===== src/design/udlt_pkg.sv =====
// ----------------------------------------------------------------------------
// udlt_pkg
// Shared types and constants for the UTF-8 decoder with line tracking.
// ----------------------------------------------------------------------------
`default_nettype none

package udlt_pkg;

	// Counter widths; each counter saturates at all ones of its own width.
	localparam int LINE_BITS   = 24;
	localparam int COLUMN_BITS = 16;
	localparam int OFFSET_BITS = 31;

	// Result field widths.
	localparam int CP_W     = 21;
	localparam int LINE_W   = 24;
	localparam int COLUMN_W = 16;
	localparam int OFFSET_W = 31;

	// Queue between front and back.
	localparam int QUEUE_DEPTH = 4;
	localparam int QUEUE_PTR_W = $clog2(QUEUE_DEPTH);
	localparam int QUEUE_CNT_W = $clog2(QUEUE_DEPTH + 1);

	// Lead and continuation byte patterns.
	localparam logic [7:0] LEAD4_MASK    = 8'hf8;
	localparam logic [7:0] LEAD4_TAG     = 8'hf0;
	localparam logic [7:0] LEAD4_PAYLOAD = 8'h07;
	localparam logic [7:0] LEAD3_MASK    = 8'hf0;
	localparam logic [7:0] LEAD3_TAG     = 8'he0;
	localparam logic [7:0] LEAD3_PAYLOAD = 8'h0f;
	localparam logic [7:0] LEAD2_MASK    = 8'he0;
	localparam logic [7:0] LEAD2_TAG     = 8'hc0;
	localparam logic [7:0] LEAD2_PAYLOAD = 8'h1f;
	localparam logic [7:0] CONT_MASK     = 8'hc0;
	localparam logic [7:0] CONT_TAG      = 8'h80;
	localparam logic [7:0] CONT_PAYLOAD  = 8'h3f;
	localparam logic [7:0] ASCII_MASK    = 8'h80;

	localparam logic [CP_W-1:0] CP_REPLACEMENT = 21'h00fffd;
	localparam logic [CP_W-1:0] CP_LF          = 21'h00000a;
	localparam logic [CP_W-1:0] CP_CR          = 21'h00000d;

	// Continuation bytes still expected.
	localparam logic [1:0] PEND_NONE  = 2'd0;
	localparam logic [1:0] PEND_ONE   = 2'd1;
	localparam logic [1:0] PEND_TWO   = 2'd2;
	localparam logic [1:0] PEND_THREE = 2'd3;

	// One decoded character on its way from front to back.
	typedef struct packed {
		logic [CP_W-1:0]        cp;
		logic                   newline;
		logic [OFFSET_BITS-1:0] offset;
		logic                   last;
	} char_t;

endpackage

`default_nettype wire


===== src/design/utf8_decode_line_tracker_unit.sv =====
// ----------------------------------------------------------------------------
// utf8_decode_line_tracker_unit
// UTF-8 decoder with CR/LF folding and saturating line, column, offset tracking.
// ----------------------------------------------------------------------------
//
//   channel   direction  handshake           payload
//   source    in         push / full         data_byte, end_of_input
//   result    out        empty / pop         code_point, line_number, column,
//                                            byte_offset, last
//
// One byte is taken per cycle while full is low; a byte that yields two results (an error that
// closes an open sequence plus its own character) holds full until the front has pushed
// the second beat into the four-entry character queue.
// A result reaches the result ports through the character queue and then the result register.
// full also rises when the character queue fills behind a stalled result port.
// arst_n clears the decoder state, the counters, the held second beat and the queue; no clearing pass.
// ----------------------------------------------------------------------------
`default_nettype none

module utf8_decode_line_tracker_unit (
	input  wire logic                     clk,
	input  wire logic                     arst_n,
	input  wire logic                     push,
	output logic                          full,
	input  wire logic [7:0]               data_byte,
	input  wire logic                     end_of_input,
	output logic                          empty,
	input  wire logic                     pop,
	output logic [udlt_pkg::CP_W-1:0]     code_point,
	output logic [udlt_pkg::LINE_W-1:0]   line_number,
	output logic [udlt_pkg::COLUMN_W-1:0] column,
	output logic [udlt_pkg::OFFSET_W-1:0] byte_offset,
	output logic                          last
);

	logic            q_full, q_push, q_valid, q_pop;
	udlt_pkg::char_t q_wdata, q_rdata;

	udlt_front u_front (
		.clk          (clk),
		.arst_n       (arst_n),
		.push         (push),
		.full         (full),
		.data_byte    (data_byte),
		.end_of_input (end_of_input),
		.q_full       (q_full),
		.q_push       (q_push),
		.q_data       (q_wdata)
	);

	udlt_fifo u_fifo (
		.clk     (clk),
		.arst_n  (arst_n),
		.wr_en   (q_push),
		.wr_data (q_wdata),
		.full    (q_full),
		.rd_en   (q_pop),
		.rd_data (q_rdata),
		.valid   (q_valid)
	);

	udlt_back u_back (
		.clk         (clk),
		.arst_n      (arst_n),
		.q_valid     (q_valid),
		.q_data      (q_rdata),
		.q_pop       (q_pop),
		.empty       (empty),
		.pop         (pop),
		.code_point  (code_point),
		.line_number (line_number),
		.column      (column),
		.byte_offset (byte_offset),
		.last        (last)
	);

endmodule

`default_nettype wire


===== src/design/udlt_front.sv =====
// ----------------------------------------------------------------------------
// udlt_front
// Accepts source bytes, decodes UTF-8, folds CR/LF and tracks byte offset.
// ----------------------------------------------------------------------------
`default_nettype none

module udlt_front (
	input  wire logic                  clk,
	input  wire logic                  arst_n,
	input  wire logic                  push,
	output logic                       full,
	input  wire logic [7:0]            data_byte,
	input  wire logic                  end_of_input,
	input  wire logic                  q_full,
	output logic                       q_push,
	output udlt_pkg::char_t            q_data
);

	logic [1:0]                      pend_q, pend_n;
	logic [udlt_pkg::CP_W-1:0]       part_q, part_n, part_shift;
	logic                            cr_q, cr_n, cr_mid, cr_end;
	logic [udlt_pkg::OFFSET_BITS-1:0] off_q, off_n, off_inc;
	logic                            hold_valid_q;
	udlt_pkg::char_t                 hold_q;

	logic                            accept;
	logic                            is_cont;
	logic                            c0_v, c1_v;
	logic [udlt_pkg::CP_W-1:0]       c0_cp, c1_cp;
	logic [udlt_pkg::OFFSET_BITS-1:0] c0_off, c1_off;
	logic                            keep0, keep1;
	logic                            nl0, nl1;
	udlt_pkg::char_t                 e0, e1, first, second;
	logic                            first_v, second_v;

	assign full   = hold_valid_q || q_full;
	assign accept = push && !full;

	assign off_inc    = (off_q == '1) ? off_q : off_q + 1'b1;
	assign is_cont    = (data_byte & udlt_pkg::CONT_MASK) == udlt_pkg::CONT_TAG;
	assign part_shift = {part_q[udlt_pkg::CP_W-7:0], data_byte[5:0]};

	// Decode: c0 is an error that closes an open sequence, c1 the byte's own character.
	always_comb begin
		c0_v   = 1'b0;
		c0_cp  = udlt_pkg::CP_REPLACEMENT;
		c0_off = off_q;
		c1_v   = 1'b0;
		c1_cp  = udlt_pkg::CP_REPLACEMENT;
		c1_off = off_inc;
		pend_n = pend_q;
		part_n = part_q;
		off_n  = off_q;
		if (end_of_input) begin
			c1_v   = (pend_q != udlt_pkg::PEND_NONE);
			c1_off = off_q;
			pend_n = udlt_pkg::PEND_NONE;
			part_n = '0;
		end else if (pend_q != udlt_pkg::PEND_NONE && is_cont) begin
			off_n  = off_inc;
			pend_n = pend_q - 1'b1;
			if (pend_q == udlt_pkg::PEND_ONE) begin
				c1_v   = 1'b1;
				c1_cp  = part_shift;
				part_n = '0;
			end else begin
				part_n = part_shift;
			end
		end else begin
			c0_v   = (pend_q != udlt_pkg::PEND_NONE);
			off_n  = off_inc;
			pend_n = udlt_pkg::PEND_NONE;
			part_n = '0;
			if ((data_byte & udlt_pkg::LEAD4_MASK) == udlt_pkg::LEAD4_TAG) begin
				pend_n = udlt_pkg::PEND_THREE;
				part_n = udlt_pkg::CP_W'(data_byte & udlt_pkg::LEAD4_PAYLOAD);
			end else if ((data_byte & udlt_pkg::LEAD3_MASK) == udlt_pkg::LEAD3_TAG) begin
				pend_n = udlt_pkg::PEND_TWO;
				part_n = udlt_pkg::CP_W'(data_byte & udlt_pkg::LEAD3_PAYLOAD);
			end else if ((data_byte & udlt_pkg::LEAD2_MASK) == udlt_pkg::LEAD2_TAG) begin
				pend_n = udlt_pkg::PEND_ONE;
				part_n = udlt_pkg::CP_W'(data_byte & udlt_pkg::LEAD2_PAYLOAD);
			end else if ((data_byte & udlt_pkg::ASCII_MASK) == 8'h00) begin
				c1_v  = 1'b1;
				c1_cp = udlt_pkg::CP_W'(data_byte);
			end else begin
				c1_v = 1'b1;
			end
		end
	end

	// Newline folding: drop an LF right after a CR, mark CR and LF as newline.
	always_comb begin
		nl0    = (c0_cp == udlt_pkg::CP_LF) || (c0_cp == udlt_pkg::CP_CR);
		keep0  = c0_v && !((c0_cp == udlt_pkg::CP_LF) && cr_q);
		cr_mid = c0_v ? (c0_cp == udlt_pkg::CP_CR) : cr_q;
		nl1    = (c1_cp == udlt_pkg::CP_LF) || (c1_cp == udlt_pkg::CP_CR);
		keep1  = c1_v && !((c1_cp == udlt_pkg::CP_LF) && cr_mid);
		cr_end = c1_v ? (c1_cp == udlt_pkg::CP_CR) : cr_mid;
		cr_n   = end_of_input ? 1'b0 : cr_end;

		e0.cp      = nl0 ? udlt_pkg::CP_LF : c0_cp;
		e0.newline = nl0;
		e0.offset  = c0_off;
		e0.last    = 1'b0;
		e1.cp      = nl1 ? udlt_pkg::CP_LF : c1_cp;
		e1.newline = nl1;
		e1.offset  = c1_off;
		e1.last    = 1'b1;

		first_v    = keep0 || keep1;
		second_v   = keep0 && keep1;
		first      = keep0 ? e0 : e1;
		first.last = !second_v;
		second     = e1;
	end

	// A byte with two results holds its second beat and pushes it once the queue has room.
	always_comb begin
		q_push = (hold_valid_q && !q_full) || (accept && first_v);
		q_data = hold_valid_q ? hold_q : first;
	end

	always_ff @(posedge clk or negedge arst_n) begin
		if (!arst_n) begin
			pend_q       <= udlt_pkg::PEND_NONE;
			part_q       <= '0;
			cr_q         <= 1'b0;
			off_q        <= '0;
			hold_valid_q <= 1'b0;
		end else begin
			if (accept) begin
				pend_q <= pend_n;
				part_q <= part_n;
				cr_q   <= cr_n;
				off_q  <= off_n;
			end
			if (accept && second_v) begin
				hold_valid_q <= 1'b1;
			end else if (hold_valid_q && !q_full) begin
				hold_valid_q <= 1'b0;
			end
		end
	end

	always_ff @(posedge clk) begin
		if (accept && second_v) begin
			hold_q <= second;
		end
	end

	a_hold_blocks_input: assert property (@(posedge clk) disable iff (!arst_n)
		hold_valid_q |-> !accept)
		else $error("byte accepted while a second beat is held");

	a_hold_from_split: assert property (@(posedge clk) disable iff (!arst_n)
		$rose(hold_valid_q) |-> $past(accept))
		else $error("second beat held without an accepted byte");

endmodule

`default_nettype wire


===== src/design/udlt_fifo.sv =====
// ----------------------------------------------------------------------------
// udlt_fifo
// Short character queue between the decoder front and the counting back.
// ----------------------------------------------------------------------------
`default_nettype none

module udlt_fifo (
	input  wire logic            clk,
	input  wire logic            arst_n,
	input  wire logic            wr_en,
	input  wire udlt_pkg::char_t wr_data,
	output logic                 full,
	input  wire logic            rd_en,
	output udlt_pkg::char_t      rd_data,
	output logic                 valid
);

	udlt_pkg::char_t                  mem_q [udlt_pkg::QUEUE_DEPTH];
	logic [udlt_pkg::QUEUE_PTR_W-1:0] wr_ptr_q, rd_ptr_q;
	logic [udlt_pkg::QUEUE_CNT_W-1:0] count_q;

	assign full    = (count_q == udlt_pkg::QUEUE_CNT_W'(udlt_pkg::QUEUE_DEPTH));
	assign valid   = (count_q != '0);
	assign rd_data = mem_q[rd_ptr_q];

	always_ff @(posedge clk or negedge arst_n) begin
		if (!arst_n) begin
			wr_ptr_q <= '0;
			rd_ptr_q <= '0;
			count_q  <= '0;
		end else begin
			if (wr_en) begin
				wr_ptr_q <= (wr_ptr_q == udlt_pkg::QUEUE_PTR_W'(udlt_pkg::QUEUE_DEPTH - 1))
					? '0 : wr_ptr_q + 1'b1;
			end
			if (rd_en) begin
				rd_ptr_q <= (rd_ptr_q == udlt_pkg::QUEUE_PTR_W'(udlt_pkg::QUEUE_DEPTH - 1))
					? '0 : rd_ptr_q + 1'b1;
			end
			if (wr_en && !rd_en) begin
				count_q <= count_q + 1'b1;
			end else if (rd_en && !wr_en) begin
				count_q <= count_q - 1'b1;
			end
		end
	end

	always_ff @(posedge clk) begin
		if (wr_en) begin
			mem_q[wr_ptr_q] <= wr_data;
		end
	end

	a_no_overflow: assert property (@(posedge clk) disable iff (!arst_n)
		!(wr_en && full))
		else $error("write into a full queue");

	a_no_underflow: assert property (@(posedge clk) disable iff (!arst_n)
		!(rd_en && !valid))
		else $error("read from an empty queue");

endmodule

`default_nettype wire


===== src/design/udlt_back.sv =====
// ----------------------------------------------------------------------------
// udlt_back
// Takes decoded characters, advances line and column, holds the result beat.
// ----------------------------------------------------------------------------
`default_nettype none

module udlt_back (
	input  wire logic                          clk,
	input  wire logic                          arst_n,
	input  wire logic                          q_valid,
	input  wire udlt_pkg::char_t               q_data,
	output logic                               q_pop,
	output logic                               empty,
	input  wire logic                          pop,
	output logic [udlt_pkg::CP_W-1:0]          code_point,
	output logic [udlt_pkg::LINE_W-1:0]        line_number,
	output logic [udlt_pkg::COLUMN_W-1:0]      column,
	output logic [udlt_pkg::OFFSET_W-1:0]      byte_offset,
	output logic                               last
);

	logic                              out_valid_q;
	logic [udlt_pkg::LINE_BITS-1:0]    line_q;
	logic [udlt_pkg::COLUMN_BITS-1:0]  col_q;
	logic [udlt_pkg::CP_W-1:0]         cp_q;
	logic [udlt_pkg::OFFSET_BITS-1:0]  off_q;
	logic                              last_q;

	// Load the result slot when it is free or being popped this cycle.
	assign q_pop = q_valid && (!out_valid_q || pop);
	assign empty = !out_valid_q;

	// Counters only move on a load, so they double as the result fields.
	assign code_point  = cp_q;
	assign line_number = udlt_pkg::LINE_W'(line_q);
	assign column      = udlt_pkg::COLUMN_W'(col_q);
	assign byte_offset = udlt_pkg::OFFSET_W'(off_q);
	assign last        = last_q;

	always_ff @(posedge clk or negedge arst_n) begin
		if (!arst_n) begin
			out_valid_q <= 1'b0;
			line_q      <= '0;
			col_q       <= '0;
		end else begin
			if (q_pop) begin
				out_valid_q <= 1'b1;
				if (q_data.newline) begin
					line_q <= (line_q == '1) ? line_q : line_q + 1'b1;
					col_q  <= '0;
				end else begin
					col_q <= (col_q == '1) ? col_q : col_q + 1'b1;
				end
			end else if (pop) begin
				out_valid_q <= 1'b0;
			end
		end
	end

	always_ff @(posedge clk) begin
		if (q_pop) begin
			cp_q   <= q_data.cp;
			off_q  <= q_data.offset;
			last_q <= q_data.last;
		end
	end

	a_newline_resets_column: assert property (@(posedge clk) disable iff (!arst_n)
		out_valid_q && (cp_q == udlt_pkg::CP_LF) |-> (col_q == '0))
		else $error("newline result with nonzero column");

endmodule

`default_nettype wire

===== config.mk =====
export PLATFORM = sky130hd
export DESIGN_NAME = utf8_decode_line_tracker_unit
export DESIGN_NICKNAME = d
export VERILOG_FILES = /design/src/design/udlt_pkg.sv /design/src/design/utf8_decode_line_tracker_unit.sv /design/src/design/udlt_front.sv /design/src/design/udlt_fifo.sv /design/src/design/udlt_back.sv
export SDC_FILE = /design/constraint.sdc
export NUM_CORES = 1
export LEC_CHECK = 0
export ABC_AREA = 1
export BUFFER_PORTS_ARGS = -buffer_cell sky130_fd_sc_hd__buf_2
export CORE_UTILIZATION = 25
export CTS_BUF_LIST = sky130_fd_sc_hd__clkbuf_4
export DETAILED_ROUTE_END_ITERATION = 6
export PLACE_DENSITY_LB_ADDON = 0.25
export SYNTH_ARGS = -nofsm -noshare
export SYNTH_HDL_FRONTEND = slang
export SYNTH_HIERARCHICAL = 1
export SYNTH_SLANG_ARGS = --single-unit

===== constraint.sdc =====
create_clock -name clk -period 3.9 [get_ports clk]
set_input_delay 0.195 -clock clk [delete_from_list [all_inputs] [get_ports clk]]
set_output_delay 0.195 -clock clk [all_outputs]
set_load 0.02 [all_outputs]

==> out/results.txt <==
status = finished, final reports clean
final instance area = 0.0232 mm²
CTS tree = done
crit path capture = u_fifo/count_q[2]
Cell Area, Synth = 0.0200 mm²
critical path cell sequence = inv_1, ha_1, nor2_2, nand2_1, nand3_1, nor3_2, nand3_1, nand2_1, nand2_1, nand2_1, nand2_1, ha_1, inv_1, fa_1, nand2_1, nand3_1, nand2_1, nand2_1
critical path class = reg2reg
Fill cells = 8303
syn_area_per_cell = 9.89 µm²
Core Util, Final = 29.4%
Cells after Synth = 2017
Reg clk slew, reported paths = 70 ps
share of cells above drive strength 1 = 19.1%
Worst path max stage delay = 500 ps
post-synth cell types = 44
GRT Overall Usage = 12.6%
DP Area = 0.0216 mm²
ys flop type = edfxtp_1
number of max-cap violations = 0
drt first pass iters = 5
TritonCTS Buffers = 109
deepest clock path buffer count = 3
core area = 0.0790 mm²
number of global-route vias before repair = 14600
synth top area cells = edfxtp_1, dfrtp_1, nand2_1
sequential share of the synthesized area = 60.7%
flop2flop setup slack = 560 ps
Routed WL = 50900 µm
Worst Skew = 67.4 ps
asr flop ratio synth = 23.3%
Max Transition Viols Final = 0
clk sink count = 420
DR WL/cell = 15.2 µm
RR Endpoint = u_fifo/count_q[2]
setup bufs post-CTS = 0
P per Cell Area = 619 mW/mm²
WP depth = 18
area leader, netlist = edfxtp_1
Initial Util = 25.3%
Min-Delay Path Class = in2reg
Top delay family on crit path = simple AND/OR/NAND/NOR gates
CP startpoint = u_front/pend_q[0]
Reg2Reg Depth = 18
die area = 0.0810 mm²
synth warn = 6
RSZ-0062 raised after global routing = no
FF+latch count, synth = 420
remaining antenna violation count = 0
most used cell, CP = nand2_1
Final setup viols = 0
Hold Violations, Final = 0
period utilisation layout = 85.6%
# DRC = 0
crit path DAT = 4060 ps
Leakage = 9.65 nW
post-route setup TNS = 0 ps
via count = 14400
storage element area = 0.0121 mm²
Critical Path Source Type = register
global route overflow = 0
dpl hpwl = 32000 µm
placer congestion estimate = 0.882
share of Yosys cell area claimed by the top area cell type = 48.4%
Syn Nets = 2042
largest net degree at the start of global routing = 93
Tightest Pin Transition = 1020 ps
Crit. End Element = register
Area growth, synth to finish = 16.4%
crit path max fanout = 15
row cnt = 103
clk_lat worst skew = 890 ps
CTS HTree Levels = 3
RR Startpoint = u_front/pend_q[0]
first-pass GRT wire length = 80800 µm
port bufs = 107
Die X = 285 µm
area of the multi-input gates = 0.00633 mm²
CP required = 4620 ps
Max VDD drop = 0.322 mV
Initial DRC Count = 684
Hold Slack = 203 ps
antenna violations before repair = 1
slew margin rel. = 32.2%
fin nets = 2228
Post-synth EDFFs = 322
post-layout min period = 3340 ps
Die Y = 285 µm
CP Buf/Inv Count = 2
root buf cell = clkbuf_4
FMAX = 299 MHz
via/cell ratio = 4.31
I/O Pins = 108
slowest CP cell = nor2_2
## where the power goes
part | switching [mW] | internal (mW) | total, mW | leakage, nW
clock | 1.90 | 1.94 | 3.84 | 0.850
combinational | 3.09 | 1.15 | 4.24 | 4.51
sequential | 0.341 | 5.96 | 6.31 | 4.29
total | 5.33 | 9.06 | 14.4 | 9.65
## registers in the layout, summed over array words and instances (netlist names)
signal and count:
u_fifo/rd_ptr_q 2, u_back/byte_offset 31, u_front/pend_q 2, u_back/line_number 24
u_back/out_valid_q 1, u_fifo/wr_ptr_q 2, u_front/part_q 15, u_front/c0_off 31
u_fifo/count_q 3, u_front/hold_valid_q 1, u_fifo/mem_q 216, u_back/last 1
u_front/hold_q 53, u_back/code_point 21, u_back/column 16, u_front/cr_q 1
## cells in the final DEF, fill, tap and decap left out, types with 2 or more instances in the layout
cell type      count
a21oi_1           11
a31oi_1            7
buf_12             5
buf_2            106
buf_4             20
clkbuf_4         164
clkinv_1          31
clkinv_2          10
clkinvlp_4         2
dfrtp_1           97
dlygate4sd3_1     21
edfxtp_1         322
ha_1              11
inv_1            242
inv_2             17
inv_6              5
nand2_1          640
nand2_2           21
nand2_4            6
nand3_1          108
nand3_2            6
nand4_1           18
nor2_1           110
nor2_2            11
nor2_4             4
nor2_8             2
nor3_1            13
nor3_2             3
o211ai_1          78
o211ai_2          40
o21ai_0           83
o21ai_1           19
o21ai_2           10
o21bai_1           4
o22ai_1           14
or2_2              3
xnor2_1           14
xor2_1            11
## per-stage QoR
step	std cells	power [mW]	worst slack [ps]
after CTS	3349	14.7	586
after floorplan	2017	9.43	667
after global routing	3350	15.4	185
after detailed placement	3120	10.7	617
final	3350	14.4	560
after global placement	3120	10.7	694
## area by class of cell
| type | count | share of cell area, % |
|---|---|---|
| clock inverter | 43 | 0.856 |
| multi-input combinational | 1254 | 27.3 |
| clock buffer | 164 | 5.30 |
| tap | 1050 | 5.66 |
| timing repair buffer | 153 | 4.38 |
| sequential | 420 | 52.2 |
| antenna | 1 | 0.0108 |
| inverter | 265 | 4.33 |
## tightest hold or removal path, stage by stage
cell and delay (ps):
dlygate4sd3_1 520, buf_2 90, or2_1 140, nand2_1 70
## cells by family (layout without fill, tap and decap cells)
kind of cell | count (synthesis) | after routing | share of synthesized area (%)
DFF | 420 | 420 | 60.7
buffers and inverters | 343 | 625 | 7.52
and+or+nand+nor | 949 | 949 | 20.2
other | 0 | 1 | 0
xor gates and xnor gates | 25 | 25 | 1.10
AOI/OAI and AO/OA | 268 | 268 | 9.60
adders and majority gates | 12 | 12 | 0.790
## layer usage
| layer | vias up | share of wire, % | track usage [%] |
|---|---|---|---|
| met4 | 0 | 2.1 | 4.41 |
| met1 | 6920 | 44 | 15.2 |
| met5 | - | 0 | 0 |
| met3 | 89 | 3.8 | 2.41 |
| li1 | 7191 | - | - |
| met2 | 244 | 50 | 22.2 |
## repair_timing
item,CTS,global route
hold endpoints to repair,124,0
hold buffers,22,0
resized for setup,0,0
## worst min-delay path by stage
stage / startpoint / end / slack, ps / cells after the start
after detailed placement: arst_n / u_back/line_number[11] / 420 / 1
final: pop / u_back/out_valid_q / 200 / 4
after global placement: arst_n / u_back/line_number[11] / 410 / 1
after floorplan: arst_n / u_back/column[0] / -100 / 0
after global routing: pop / u_back/out_valid_q / 140 / 4
after CTS: pop / u_back/out_valid_q / 100 / 4
## cells in the mapped netlist (13+ instances only)
cell type / count
nand2_1: 640
edfxtp_1: 322
inv_1: 248
nor2_1: 110
nand3_1: 108
dfrtp_1: 98
o21ai_0: 83
o211ai_1: 78
o211ai_2: 40
buf_2: 28
clkbuf_1: 23
buf_6: 21
nand2_2: 21
o21ai_1: 19
nand4_1: 18
o22ai_1: 14
xnor2_1: 14
nor3_1: 13
(Power assumes the default switching activity.)
